===== src/sv/crv_pkg.sv =====
package crv_pkg;

    localparam int MAX_PAYLOAD = 256;
    localparam int HDR_BYTES   = 12;
    localparam int TAIL_BYTES  = 4;
    localparam int MAX_RECORD  = HDR_BYTES + MAX_PAYLOAD + TAIL_BYTES;
    localparam int CNT_W       = $clog2(MAX_RECORD + 2);
    localparam int SUM_W       = 17;

    localparam logic [31:0] REC_MAGIC = 32'h3147_5343;
    localparam logic [31:0] FNV_BASIS = 32'd2166136261;
    localparam logic [31:0] FNV_PRIME = 32'd16777619;

    localparam logic [15:0] MIN_VERSION     = 16'd1;
    localparam logic [15:0] MAX_VERSION_RST = 16'd3;
    localparam logic [15:0] MIN_PAYLOAD_RST = 16'd24;

    localparam int OUT_W = 72;

    typedef enum logic [2:0] {
        ERR_OK       = 3'd0,
        ERR_TOTAL    = 3'd1,
        ERR_MAGIC    = 3'd2,
        ERR_VERSION  = 3'd3,
        ERR_MISMATCH = 3'd4,
        ERR_RANGE    = 3'd5,
        ERR_HASH     = 3'd6
    } err_code_t;

    typedef enum logic [0:0] {
        REG_MAX_VERSION = 1'b0,
        REG_MIN_PAYLOAD = 1'b1
    } reg_index_t;

    typedef struct packed {
        logic [CNT_W-1:0] count;
        logic [31:0]      magic;
        logic [15:0]      version;
        logic [15:0]      length;
        logic [31:0]      seq_num;
        logic [31:0]      hash;
        logic [31:0]      tail;
    } record_snap_t;

endpackage


===== src/sv/checked_record_validator_top.sv =====
// Checks stored save records that arrive one byte per transfer on the s_ stream, with
// s_tlast on the final byte. One byte is taken every cycle; s_tready drops only while a
// finished verdict waits both in the check stage and in the output register. Each
// accepted byte updates the header fields and the FNV-1a hash (one 32x32 constant
// multiply); the final byte's state is captured and checked in the check stage, and
// the verdict moves to the output register on m_ when it is empty or read. Bytes that
// are not final produce no result. Registers: max_version at 0x0, min_payload at 0x4;
// write them only while no record is in flight.
module checked_record_validator_top import crv_pkg::*; (
    input  logic              aclk,
    input  logic              aresetn,
    // tdata: data_byte[7:0]
    input  logic [7:0]        s_tdata,
    input  logic              s_tlast,
    input  logic              s_tvalid,
    output logic              s_tready,
    // tdata: record_ok[0], error_code[3:1], sequence_res[35:4], format_version[51:36],
    //        payload_length[67:52], zero[71:68]
    output logic [OUT_W-1:0]  m_tdata,
    output logic              m_tvalid,
    input  logic              m_tready,
    input  logic              psel,
    input  logic              penable,
    input  logic              pwrite,
    input  logic [2:0]        paddr,
    input  logic [31:0]       pwdata,
    output logic [31:0]       prdata,
    output logic              pready
);

    localparam logic [CNT_W-1:0] CNT_MAX = CNT_W'(MAX_RECORD);

    logic [15:0] max_version_reg;
    logic [15:0] min_payload_reg;

    logic [CNT_W-1:0] count_reg,    count_next;
    logic [31:0]      magic_reg,    magic_next;
    logic [15:0]      version_reg,  version_next;
    logic [15:0]      length_reg,   length_next;
    logic [31:0]      sequence_reg, sequence_next;
    logic [31:0]      hash_reg,     hash_next;
    logic [31:0]      tail_reg,     tail_next;
    logic [31:0]      hash_mix;
    logic [31:0]      hash_prod;

    record_snap_t     snap_reg;
    logic             snap_valid_reg, snap_valid_next;
    logic             snap_advance;

    logic [OUT_W-1:0] out_data_reg, out_data_next;
    logic             out_valid_reg, out_valid_next;

    logic             s_accept;
    logic             cfg_write;
    reg_index_t       cfg_index;
    err_code_t        code;
    logic [SUM_W-1:0] expect_len;

    assign pready    = 1'b1;
    assign cfg_write = psel && penable && pwrite;
    assign cfg_index = reg_index_t'(paddr[2]);

    always_comb begin
        case (cfg_index)
            REG_MAX_VERSION: prdata = {16'd0, max_version_reg};
            REG_MIN_PAYLOAD: prdata = {16'd0, min_payload_reg};
            default:         prdata = 32'd0;
        endcase
    end

    always_ff @(posedge aclk) begin
        if (!aresetn) begin
            max_version_reg <= MAX_VERSION_RST;
            min_payload_reg <= MIN_PAYLOAD_RST;
        end else if (cfg_write) begin
            unique case (cfg_index)
                REG_MAX_VERSION: max_version_reg <= pwdata[15:0];
                REG_MIN_PAYLOAD: min_payload_reg <= pwdata[15:0];
                default: ;
            endcase
        end
    end

    assign snap_advance = !out_valid_reg || m_tready;
    assign s_tready     = !snap_valid_reg || snap_advance;
    assign s_accept     = s_tvalid && s_tready;

    // byte update: header assembly, hash of the byte leaving the tail window
    always_comb begin
        magic_next    = magic_reg;
        version_next  = version_reg;
        length_next   = length_reg;
        sequence_next = sequence_reg;
        if (count_reg < CNT_W'(4)) begin
            magic_next[{count_reg[1:0], 3'b000} +: 8] = s_tdata;
        end else if (count_reg < CNT_W'(6)) begin
            version_next[{count_reg[0], 3'b000} +: 8] = s_tdata;
        end else if (count_reg < CNT_W'(8)) begin
            length_next[{count_reg[0], 3'b000} +: 8] = s_tdata;
        end else if (count_reg < CNT_W'(HDR_BYTES)) begin
            sequence_next[{count_reg[1:0], 3'b000} +: 8] = s_tdata;
        end

        hash_mix  = hash_reg ^ {24'd0, tail_reg[7:0]};
        hash_prod = hash_mix * FNV_PRIME;
        hash_next = (count_reg >= CNT_W'(TAIL_BYTES)) ? hash_prod : hash_reg;
        tail_next = {s_tdata, tail_reg[31:8]};
        count_next = (count_reg <= CNT_MAX) ? count_reg + CNT_W'(1) : count_reg;
    end

    always_ff @(posedge aclk) begin
        if (!aresetn) begin
            count_reg    <= '0;
            magic_reg    <= '0;
            version_reg  <= '0;
            length_reg   <= '0;
            sequence_reg <= '0;
            hash_reg     <= FNV_BASIS;
            tail_reg     <= '0;
        end else if (s_accept) begin
            if (s_tlast) begin
                count_reg    <= '0;
                magic_reg    <= '0;
                version_reg  <= '0;
                length_reg   <= '0;
                sequence_reg <= '0;
                hash_reg     <= FNV_BASIS;
                tail_reg     <= '0;
            end else begin
                count_reg    <= count_next;
                magic_reg    <= magic_next;
                version_reg  <= version_next;
                length_reg   <= length_next;
                sequence_reg <= sequence_next;
                hash_reg     <= hash_next;
                tail_reg     <= tail_next;
            end
        end
    end

    // capture the final state of a record for checking
    always_ff @(posedge aclk) begin
        if (s_accept && s_tlast) begin
            snap_reg.count   <= count_next;
            snap_reg.magic   <= magic_next;
            snap_reg.version <= version_next;
            snap_reg.length  <= length_next;
            snap_reg.seq_num <= sequence_next;
            snap_reg.hash    <= hash_next;
            snap_reg.tail    <= tail_next;
        end
    end

    always_comb begin
        if (s_accept && s_tlast) begin
            snap_valid_next = 1'b1;
        end else if (snap_advance) begin
            snap_valid_next = 1'b0;
        end else begin
            snap_valid_next = snap_valid_reg;
        end
    end

    assign expect_len = {1'b0, snap_reg.length} + SUM_W'(HDR_BYTES + TAIL_BYTES);

    always_comb begin
        if (snap_reg.count < CNT_W'(HDR_BYTES + TAIL_BYTES) || snap_reg.count > CNT_MAX) begin
            code = ERR_TOTAL;
        end else if (snap_reg.magic != REC_MAGIC) begin
            code = ERR_MAGIC;
        end else if (snap_reg.version < MIN_VERSION || snap_reg.version > max_version_reg) begin
            code = ERR_VERSION;
        end else if (expect_len != SUM_W'(snap_reg.count)) begin
            code = ERR_MISMATCH;
        end else if (snap_reg.length > 16'(MAX_PAYLOAD) || snap_reg.length < min_payload_reg) begin
            code = ERR_RANGE;
        end else if (snap_reg.tail != snap_reg.hash) begin
            code = ERR_HASH;
        end else begin
            code = ERR_OK;
        end
        out_data_next = {4'd0, snap_reg.length, snap_reg.version, snap_reg.seq_num,
                         code, (code == ERR_OK)};
    end

    always_comb begin
        if (snap_valid_reg && snap_advance) begin
            out_valid_next = 1'b1;
        end else if (m_tready) begin
            out_valid_next = 1'b0;
        end else begin
            out_valid_next = out_valid_reg;
        end
    end

    always_ff @(posedge aclk) begin
        if (!aresetn) begin
            snap_valid_reg <= 1'b0;
            out_valid_reg  <= 1'b0;
        end else begin
            snap_valid_reg <= snap_valid_next;
            out_valid_reg  <= out_valid_next;
        end
    end

    always_ff @(posedge aclk) begin
        if (snap_valid_reg && snap_advance) begin
            out_data_reg <= out_data_next;
        end
    end

    assign m_tdata  = out_data_reg;
    assign m_tvalid = out_valid_reg;

`ifndef SYNTHESIS
    a_count_sat: assert property (@(posedge aclk) disable iff (!aresetn)
        count_reg <= CNT_MAX + CNT_W'(1))
        else $error("byte count past saturation");

    a_last_clears: assert property (@(posedge aclk) disable iff (!aresetn)
        (s_accept && s_tlast) |=> (snap_valid_reg && count_reg == '0 && hash_reg == FNV_BASIS))
        else $error("final byte did not capture and clear the record");

    a_stall_only_full: assert property (@(posedge aclk) disable iff (!aresetn)
        !s_tready |-> (snap_valid_reg && out_valid_reg && !m_tready))
        else $error("input stalled without a waiting verdict");

    a_snap_hold: assert property (@(posedge aclk) disable iff (!aresetn)
        (snap_valid_reg && !snap_advance) |=> (snap_valid_reg && $stable(snap_reg)))
        else $error("pending verdict state changed while stalled");
`endif

endmodule

===== config.mk =====
export PLATFORM = sky130hd
export DESIGN_NAME = checked_record_validator_top
export DESIGN_NICKNAME = d
export VERILOG_FILES = /design/src/sv/crv_pkg.sv /design/src/sv/checked_record_validator_top.sv
export SDC_FILE = /design/constraint.sdc
export NUM_CORES = 1
export LEC_CHECK = 0
export ABC_AREA = 1
export BUFFER_PORTS_ARGS = -buffer_cell sky130_fd_sc_hd__buf_2
export CAP_MARGIN = 20
export CORE_MARGIN = 3
export CORE_UTILIZATION = 40
export DETAILED_ROUTE_END_ITERATION = 10
export GPL_ROUTABILITY_DRIVEN = 0
export HOLD_SLACK_MARGIN = 0.12
export PLACE_DENSITY = 0.54
export SLEW_MARGIN = 15
export SYNTH_ARGS = -nofsm -noshare
export SYNTH_HDL_FRONTEND = slang
export SYNTH_SLANG_ARGS = --single-unit

===== constraint.sdc =====
create_clock -name aclk -period 11.4 [get_ports aclk]
set_input_delay 1.71 -clock aclk [delete_from_list [all_inputs] [get_ports aclk]]
set_output_delay 1.71 -clock aclk [all_outputs]
set_load 0.005 [all_outputs]

==> run_results.csv, run 1 <==
group,metric,value,unit
synthesis,ys_top_cells_by_area,"edfxtp_1 (29%), dfxtp_1 (16%), nand2_1 (12%)",
synthesis,synthFlopType,"edfxtp_1",
setup_path,critPathKind,"flop to flop",
clock_tree,cts.sinks,440,
die,ios,158,
detailed_routing,drc_errors,0,
sta,finalSetupTns,0,ns
clock_tree,post-cts-setup-buffer-count,0,
synthesis,synth-edff-count,237,
setup_path,startpoint,"tail_reg[4]",
setup_path,max_stage_delay,0.54,ns
global_routing,antenna_found_initial,0,
detailed_routing,drtIter0Drc,1081,
global_routing,grt.total_usage,18.4,%
sta,post-route-period-util,52.1,%
detailed_routing,via_count,18800,
global_routing,grt_start_max_net_pins,135,
detailed_routing,wl_per_cell,15.8,µm
setup_path,path_buf_inv,6,
sta,tightest_slew,1.03,ns
synthesis,synthDistinctLibCells,44,
global_routing,gr-total-overflow,0,
power,pwr_density_cell,148,nW/µm²
min_path,holdPathStages,0,
die,std_cell_rows,90,
cells_and_area,fin_util,45.3,%
cells_and_area,final_net_count,3320,
sta,fmax,168,MHz
sta,relSlewSlack,31.1,%
synthesis,synth_warnings,0,
clock_tree,clk_latency,0.58,ns
sta,drv_slew,0,
cells_and_area,final_cell_mix,"nand2_1 (823), inv_1 (422), a21oi_1 (247)",
setup_path,crit_cells,23,
cells_and_area,largest_reg_flops,105,
clock_tree,cts_tree,"yes",
synthesis,synth_cells,2889,
clock_tree,clk_path_buf_depth,3,
clock_tree,htreeDepth,2,
sta,hold_violations,0,
clock_tree,numCtsBuffers,44,
sta,skew,0.0361,ns
synthesis,synth_top_area_share,28.6,%
die,dieWidth,256,µm
synthesis,syn_area_per_cell,8.63,µm²
setup_path,crit_path_end_kind,"flop",
run_status,outcome,"complete, no violations",
die,fp.dieH,256,µm
clock_tree,ctsHoldBuffers,0,
setup_path,path_common_cell,"inv_1",
setup_path,path_cells,"xnor2_1, inv_1, ha_1, ha_1, fa_1, ha_1, fa_1, ha_1, inv_1, fa_1, inv_1, ha_1, nand2_1, inv_1, a21oi_1, nand3_1, nand2_1, inv_1, nor2_1, inv_1, nand2_1, nand3_1, and2_1",
synthesis,yosysTopAreaCell,"edfxtp_1",
synthesis,synthArstFlopShare,0,%
cells_and_area,fill_cells,5978,
setup_path,critPathTopFamily,"adder cells",
setup_path,critical_path.slowest_cell,"xnor2_1",
setup_path,required,11.74,ns
setup_path,crit_path_end,"snap_reg[63]",
setup_path,start_kind,"flop",
setup_path,path_max_fanout,5,
die,fp.coreArea,61000,µm²
cells_and_area,drive_above_1_share,8.05,%
setup_path,rr_startpoint,"tail_reg[4]",
sta,rsz0062_at_grt,"no",
power,finalPower,4.10,mW
power,p_leak,12.0,nW
detailed_routing,via_per_inst,4.91,
detailed_routing,final_antenna_net_count,0,
global_routing,grt_pass1_wl,97000,µm
clock_tree,clk_pin_slew_worst_paths,0.06,ns
cells_and_area,area_growth,10.9,%
cells_and_area,n_antenna_cell,0,
sta,setup_viol,0,
placed_design,dp_hpwl,44700,µm
synthesis,syn_area,24900,µm²
job,drv_cap,0,
detailed_routing,drt_wl_total,60700,µm
min_path,worstHoldPathType,"flop to flop",
global_routing,grt_pass1_vias,18300,
placed_design,io_buffers,118,
setup_path,rr_worst_depth,23,
synthesis,ys_seq_elements,440,
setup_path,arrival,6.27,ns
die,dieArea,65300,µm²
synthesis,yosysSeqAreaShare,44.9,%
cells_and_area,layout_commonest_cell,"nand2_1",
power,max-vdd-ir-drop,0.000104,V
clock_tree,ctsResizeCount,0,
sta,period_minus_slack,5.94,ns
setup_path,r2r_end,"snap_reg[63]",
die,floorplan.initialDensity,40.8,%
clock_tree,cts-root-buf,"clkbuf_16",
detailed_routing,drt_pass1_iterations,5,
setup_path,r2r_setup_slack,5.46,ns
per-layer routing:
layer	up-vias	track usage (%)	wire, µm	part of all wire (%)
li1	9449	-	-	-
met3	113	2.65	2870	4.7
met2	395	31.4	28800	47
met4	0	6.15	1940	3.2
met5	-	0	0	0
met1	8867	24.1	27100	45
synth_stat cells, types with 2 or more instances:
library cell,number
nand2_1,824
inv_1,422
a21oi_1,248
edfxtp_1,237
ha_1,224
dfxtp_1,203
o21ai_0,145
nor2_1,121
nand3_1,104
fa_1,74
clkbuf_1,54
xor2_1,31
buf_4,22
buf_2,21
nand4_1,20
xnor2_1,19
o21ai_2,16
nor3_1,14
buf_1,13
or2_2,11
and2_1,10
nor4_1,8
o21bai_1,6
nand3b_1,5
o211ai_1,5
o21ai_1,5
o21a_1,4
a21boi_0,2
a21oi_2,2
and2_0,2
clkinv_1,2
conb_1,2
inv_2,2
where the power goes:
group	leakage [nW]	internal (mW)	switching [mW]
Sequential	3.88	1.71	0.0259
Combinational	7.47	0.319	0.625
Clock	0.703	0.801	0.620
how the worst min path moves through the flow:
stage,start,endpoint,slack [ns]
floorplan,out_data_next[10],m_tdata[10],0.40
global placement,out_data_next[31],m_tdata[31],0.40
detailed placement,out_data_next[24],m_tdata[24],0.41
CTS,out_data_next[31],m_tdata[31],0.42
global route,out_data_next[23],m_tdata[23],0.42
finish,out_data_next[30],m_tdata[30],0.42
metrics by stage:
| step | std cells | setup slack, ns | area, µm² | hold slack [ns] |
|---|---|---|---|---|
| 6_report | 3835 | 5.46 | 27600 | 0.418 |
| 4_1_cts | 3835 | 5.52 | 27600 | 0.419 |
| 5_1_grt | 3835 | 5.21 | 27600 | 0.424 |
| 2_1_floorplan | 2908 | 1.21 | 25000 | 0.400 |
| 3_5_place_dp | 3753 | 5.54 | 26200 | 0.406 |
| 3_3_place_gp | 3753 | 5.54 | 26200 | 0.402 |
cell families (layout without fill, tap and decap cells):
family	Yosys count	in the layout	share of synthesized area, %
flip-flops	440	440	44.9
buffers and inverters	538	637	8.58
XOR/XNOR	50	50	1.76
adder cells (fa/ha/maj)	298	298	17.2
multiplexers	1	1	0.0402
AND/OR/NAND/NOR	1125	1125	18.3
other	2	21	0.0301
AO/OA/AOI/OAI	435	435	9.20
final cells by class:
type | count | area (µm²) | area share (%)
Sequential cell | 440 | 11200 | 40.5
Clock inverter | 26 | 214 | 0.774
Multi-Input combinational cell | 1930 | 11700 | 42.4
Timing Repair Buffer | 129 | 686 | 2.48
Clock buffer | 56 | 1210 | 4.37
Tap cell | 828 | 1040 | 3.75
Inverter | 426 | 1600 | 5.80
Note: power is estimated with default switching activity, not from simulation.
==> run 2: changes to the inputs <==
==> constraint.sdc (replaced) <==
create_clock -name aclk -period 5.65 [get_ports aclk]
set_input_delay 0.8475 -clock aclk [delete_from_list [all_inputs] [get_ports aclk]]
set_output_delay 0.8475 -clock aclk [all_outputs]
set_load 0.005 [all_outputs]
==> run_results.csv, run 2 (synthesized netlist as in run 1, its figures left out) <==
group,metric,value,unit
global_routing,gr-total-overflow,0,
sta,relSlewSlack,32.2,%
cells_and_area,n_antenna_cell,0,
setup_path,rr_worst_depth,21,
setup_path,r2r_end,"snap_reg[56]",
setup_path,rr_startpoint,"tail_reg[4]",
cells_and_area,drive_above_1_share,9.21,%
sta,tightest_slew,1.01,ns
setup_path,r2r_setup_slack,0.35,ns
detailed_routing,final_antenna_net_count,0,
detailed_routing,drt-met1-wl,28000,µm
cells_and_area,final_cell_mix,"nand2_1 (823), inv_1 (422), a21oi_1 (247)",
die,std_cell_rows,90,
die,fp.coreArea,61000,µm²
cells_and_area,seq_area,11200,µm²
sta,rsz0062_at_grt,"no",
setup_path,crit_path_end_kind,"flop",
sta,post-route-period-util,93.8,%
cells_and_area,layout_commonest_cell,"nand2_1",
detailed_routing,wl_met2,29300,µm
global_routing,grt_start_max_net_pins,148,
setup_path,required,5.97,ns
min_path,worstHoldPathType,"flop to flop",
power,max-vdd-ir-drop,0.000195,V
sta,setup_ws,0.348,ns
die,dieWidth,256,µm
detailed_routing,drt_wl_total,62600,µm
global_routing,grt.total_usage,18.9,%
detailed_routing,via_count,19000,
clock_tree,cts.sinks,440,
detailed_routing,drc_errors,0,
sta,skew,0.0195,ns
min_path,holdPathStages,0,
cells_and_area,fill_cells,5976,
cells_and_area,area_growth,12.5,%
detailed_routing,drt_pass1_iterations,8,
global_routing,grt_pass1_wl,99300,µm
detailed_routing,wl_per_cell,16.2,µm
detailed_routing,via_per_inst,4.92,
min_path,worstHoldStart,"out_data_next[13]",
power,finalPower,8.58,mW
detailed_routing,drtIter0Drc,1143,
job,drv_cap,0,
run_status,outcome,"complete, no violations",
power,pwr_density_cell,306,nW/µm²
cells_and_area,multi_input_area,11700,µm²
clock_tree,clk_pin_slew_worst_paths,0.07,ns
clock_tree,numCtsBuffers,45,
clock_tree,htreeDepth,2,
cells_and_area,fin_util,45.9,%
global_routing,antenna_found_initial,1,
detailed_routing,dr.max_layer_used,"met5",
die,fp.dieH,256,µm
global_routing,grt_pass1_vias,18400,
min_path,whs_endpoint,"m_tdata[13]",
power,p_leak,12.3,nW
setup_path,start_kind,"flop",
clock_tree,clk_latency,0.57,ns
cells_and_area,final_net_count,3351,
setup_path,arrival,5.62,ns
placed_design,dp_hpwl,46800,µm
clock_tree,cts-root-buf,"clkbuf_16",
setup_path,path_max_fanout,4,
sta,finalSetupTns,0,ns
placed_design,io_buffers,118,
sta,hold_violations,0,
sta,fmax,189,MHz
cells_and_area,largest_reg_flops,105,
sta,period_minus_slack,5.30,ns
die,floorplan.initialDensity,40.8,%
setup_path,critPathKind,"flop to flop",
clock_tree,clk_path_buf_depth,3,
detailed_routing,wl_met3,3250,µm
die,dieArea,65300,µm²
sta,drv_slew,0,
die,ios,158,
clock_tree,cts_tree,"yes",
placed_design,pre_cts_ws,0.216,ns
sta,setup_viol,0,
==> run 2: cell types whose count changed in the layout (fill, tap and decap cells not counted), sizes merged <==
cell | before | now
clkinv | 20 | 11
clkbuf | 56 | 63
buf | 129 | 159
clkinvlp | 2 | 3
inv | 428 | 427
bufinv | 2 | 6
==> run 2: cell type report <==
| type | instances | share of cell area [%] |
|---|---|---|
| multi-input combinational | 1930 | 41.8 |
| clock buffer | 63 | 4.60 |
| inverter | 426 | 5.71 |
| timing repair buffer | 159 | 3.25 |
| sequential | 440 | 39.9 |
| tap | 828 | 3.70 |
| clock inverter | 21 | 0.996 |
==> run 2: worst max-delay path: stages (launching register included) <==
cell and delay [ns]:
dfxtp_1 0.33, xnor2_2 0.31, inv_1 0.17, ha_1 0.32, ha_1 0.30, fa_1 0.48
ha_1 0.22, fa_1 0.48, ha_1 0.29, inv_1 0.05, fa_1 0.53, inv_1 0.04
ha_1 0.32, buf_4 0.15, nand2_1 0.07, inv_1 0.06, nand2_1 0.15, nor2_1 0.09
o21ai_0 0.27, nand4_1 0.14, nand3_1 0.18, nand2_1 0.09
==> run 2: repair_timing <==
action	4_1_cts	5_1_grt
hold buffers	0	0
buffers inserted	0	0
setup endpoints to repair	0	17
gates resized for setup	0	4
==> run 2: how the worst max path moves through the flow <==
| stage | slack (ns) | from | endpoint |
|---|---|---|---|
| 6_report | 0.35 | tail_reg[4] | snap_reg[56] |
| 5_1_grt | 0.03 | tail_reg[4] | hash_reg[16] |
| 4_1_cts | 0.19 | tail_reg[4] | snap_reg[63] |
| 3_5_place_dp | 0.22 | tail_reg[4] | snap_reg[63] |
| 3_3_place_gp | 0.15 | tail_reg[4] | snap_reg[63] |
| 2_1_floorplan | 0.74 | hash_reg[6] | snap_reg[63] |
==> run 2: where the power goes <==
part           total (mW)  leakage [nW]  internal (mW)  switching (mW)
clock                3.13         0.767           1.88            1.25
sequential           3.49          3.88           3.44          0.0488
combinational        1.96          7.61          0.675            1.28
==> run 2: per-stage QoR <==
stage	hold slack [ns]	area, µm²	instances
final	0.414	28000	3867
after global routing	0.424	28000	3867
after detailed placement	0.405	26400	3783
after CTS	0.417	28000	3867
after floorplan	0.400	25000	2908
after global placement	0.402	26400	3783
==> run 2: metal layers <==
| metal | global-route usage [%] | up-vias |
|---|---|---|
| li1 | - | 9525 |
| met1 | 24.9 | 9002 |
| met2 | 31.5 | 405 |
| met3 | 3.41 | 110 |
| met4 | 6.27 | 2 |
| met5 | 0 | - |
==> run 3: changes to the inputs <==
--- a/config.mk
+++ b/config.mk
@@ -10,6 +10,7 @@
 export CAP_MARGIN = 20
 export CORE_MARGIN = 3
 export CORE_UTILIZATION = 40
+export CTS_BUF_LIST = sky130_fd_sc_hd__clkbuf_2
 export DETAILED_ROUTE_END_ITERATION = 10
 export GPL_ROUTABILITY_DRIVEN = 0
 export HOLD_SLACK_MARGIN = 0.12
==> run_results.csv, run 3 (synthesized netlist as in run 1, its figures left out) <==
group,metric,value,unit
clock_tree,clk_latency,1.06,ns
sta,drv_slew,0,
die,floorplan.initialDensity,40.8,%
global_routing,antenna_found_initial,2,
die,fp.coreArea,61000,µm²
sta,fmax,188,MHz
sta,period_minus_slack,5.32,ns
detailed_routing,drt_pass1_iterations,7,
clock_tree,htreeDepth,3,
sta,rsz0062_at_grt,"no",
setup_path,path_cells,"xor2_1, ha_1, ha_1, fa_1, ha_1, fa_1, ha_1, inv_1, fa_1, inv_1, ha_1, nand2_1, inv_1, a21oi_1, nand3_1, nand2_1, inv_1, nor2_1, inv_1, nand2_1, nand3_1, and2_1",
setup_path,startpoint,"hash_reg[5]",
sta,setup_viol,0,
sta,hold_violations,0,
setup_path,arrival,6.10,ns
cells_and_area,postLayoutCellArea,27800,µm²
cells_and_area,layout_commonest_cell,"nand2_1",
detailed_routing,via_count,19500,
clock_tree,numCtsBuffers,108,
detailed_routing,wl_per_cell,15.8,µm
placed_design,placed_cell_area,26400,µm²
min_path,holdPathStages,4,
clock_tree,cts-root-buf,"clkbuf_2",
clock_tree,cts_tree,"yes",
die,fp.dieH,256,µm
setup_path,start_kind,"flop",
setup_path,max_stage_delay,0.53,ns
die,ios,158,
die,dieWidth,256,µm
sta,finalSetupTns,0,ns
power,pwr_density_cell,276,nW/µm²
placed_design,io_buffers,118,
clock_tree,clk_path_buf_depth,3,
cells_and_area,area_growth,11.5,%
die,std_cell_rows,90,
cells_and_area,largest_reg_flops,105,
setup_path,critical_path.slowest_cell,"fa_1",
detailed_routing,via_per_inst,4.86,
sta,post-route-period-util,94.2,%
power,p_leak,12.4,nW
job,drv_cap,0,
sta,relSlewSlack,32.2,%
detailed_routing,drc_errors,0,
setup_path,critPathTopFamily,"adder cells",
setup_path,rr_worst_depth,22,
setup_path,rr_startpoint,"hash_reg[5]",
min_path,whs_endpoint,"max_version_reg[1]",
power,finalPower,7.66,mW
global_routing,grt_pass1_wl,101000,µm
power,max-vdd-ir-drop,0.000117,V
cells_and_area,final_net_count,3441,
setup_path,r2r_end,"snap_reg[63]",
cells_and_area,drive_above_1_share,12.1,%
setup_path,r2r_setup_slack,0.33,ns
min_path,worstHoldPathType,"input port to flop",
global_routing,grt_pass1_vias,19000,
run_status,outcome,"complete, no violations",
detailed_routing,final_antenna_net_count,0,
min_path,worstHoldStart,"penable",
sta,skew,0.0817,ns
sta,tightest_slew,1.01,ns
die,dieArea,65300,µm²
global_routing,grt_start_max_net_pins,148,
global_routing,gr-total-overflow,0,
detailed_routing,drt_wl_total,63200,µm
setup_path,path_buf_inv,5,
detailed_routing,drtIter0Drc,1133,
global_routing,grt.total_usage,19.3,%
cells_and_area,fin_util,45.5,%
setup_path,crit_path_end_kind,"flop",
setup_path,required,6.43,ns
clock_tree,cts.sinks,440,
placed_design,dp_hpwl,46800,µm
setup_path,critPathKind,"flop to flop",
cells_and_area,final_cell_mix,"nand2_1 (823), inv_1 (422), a21oi_1 (247)",
setup_path,path_max_fanout,5,
clock_tree,clk_pin_slew_worst_paths,0.10,ns
==> run 3: worst reg2reg max path: stages (launching register included) <==
cell,delay [ns]
dfxtp_1,0.42
xor2_1,0.34
ha_1,0.31
ha_1,0.30
fa_1,0.48
ha_1,0.22
fa_1,0.48
ha_1,0.29
inv_1,0.05
fa_1,0.53
inv_1,0.04
ha_1,0.36
nand2_1,0.17
inv_1,0.05
a21oi_1,0.21
nand3_1,0.15
nand2_1,0.08
inv_1,0.04
nor2_1,0.20
inv_1,0.06
nand2_1,0.06
nand3_1,0.07
and2_1,0.17
==> run 3: final cells by class <==
type / count / area (µm²)
diodes: 1 / 2.50
clock buffers: 174 / 871
clock inverters: 28 / 184
fillers: 6131 / 33200
inverters: 426 / 1600
multi-input cells: 1930 / 11700
flip-flops and latches: 440 / 11200
well taps: 828 / 1040
repair buffers: 186 / 1180
==> run 3: what timing repair did <==
item                                    CTS  global route
endpoints found under the setup margin    0            21
gates resized for setup                   0             4
hold endpoints to repair                 49             0
hold buffers                             27             0
buffers inserted                          0             0
==> run 3: metal layers <==
metal	routed length, µm	up-vias	track usage [%]
li1	-	9775	-
met2	29800	490	32.0
met4	1840	2	7.63
met3	3440	111	3.62
met5	13	-	0
met1	28100	9112	24.9
==> run 3: where the power goes <==
group / total (mW) / internal [mW] / switching (mW) / leakage [nW]
sequential: 3.49 / 3.44 / 0.0485 / 3.88
clock: 2.20 / 0.944 / 1.26 / 0.810
combinational: 1.97 / 0.687 / 1.29 / 7.72
total: 7.66 / 5.07 / 2.59 / 12.4
==> run 3: stage by stage <==
stage          worst slack (ns)  instances  hold WS, ns
2_1_floorplan             0.738       2908        0.400
3_3_place_gp              0.155       3783        0.402
3_5_place_dp              0.216       3783        0.405
4_1_cts                   0.182       4012        0.123
5_1_grt                  0.0169       4013        0.228
6_report                  0.329       4013        0.288
==> run 3: how the worst max path moves through the flow <==
stage,end,slack (ns),depth (start not counted)
3_3_place_gp,snap_reg[63],0.15,23
2_1_floorplan,snap_reg[63],0.74,22
5_1_grt,hash_reg[16],0.02,24
6_report,snap_reg[63],0.33,22
4_1_cts,hash_reg[14],0.18,21
3_5_place_dp,snap_reg[63],0.22,23
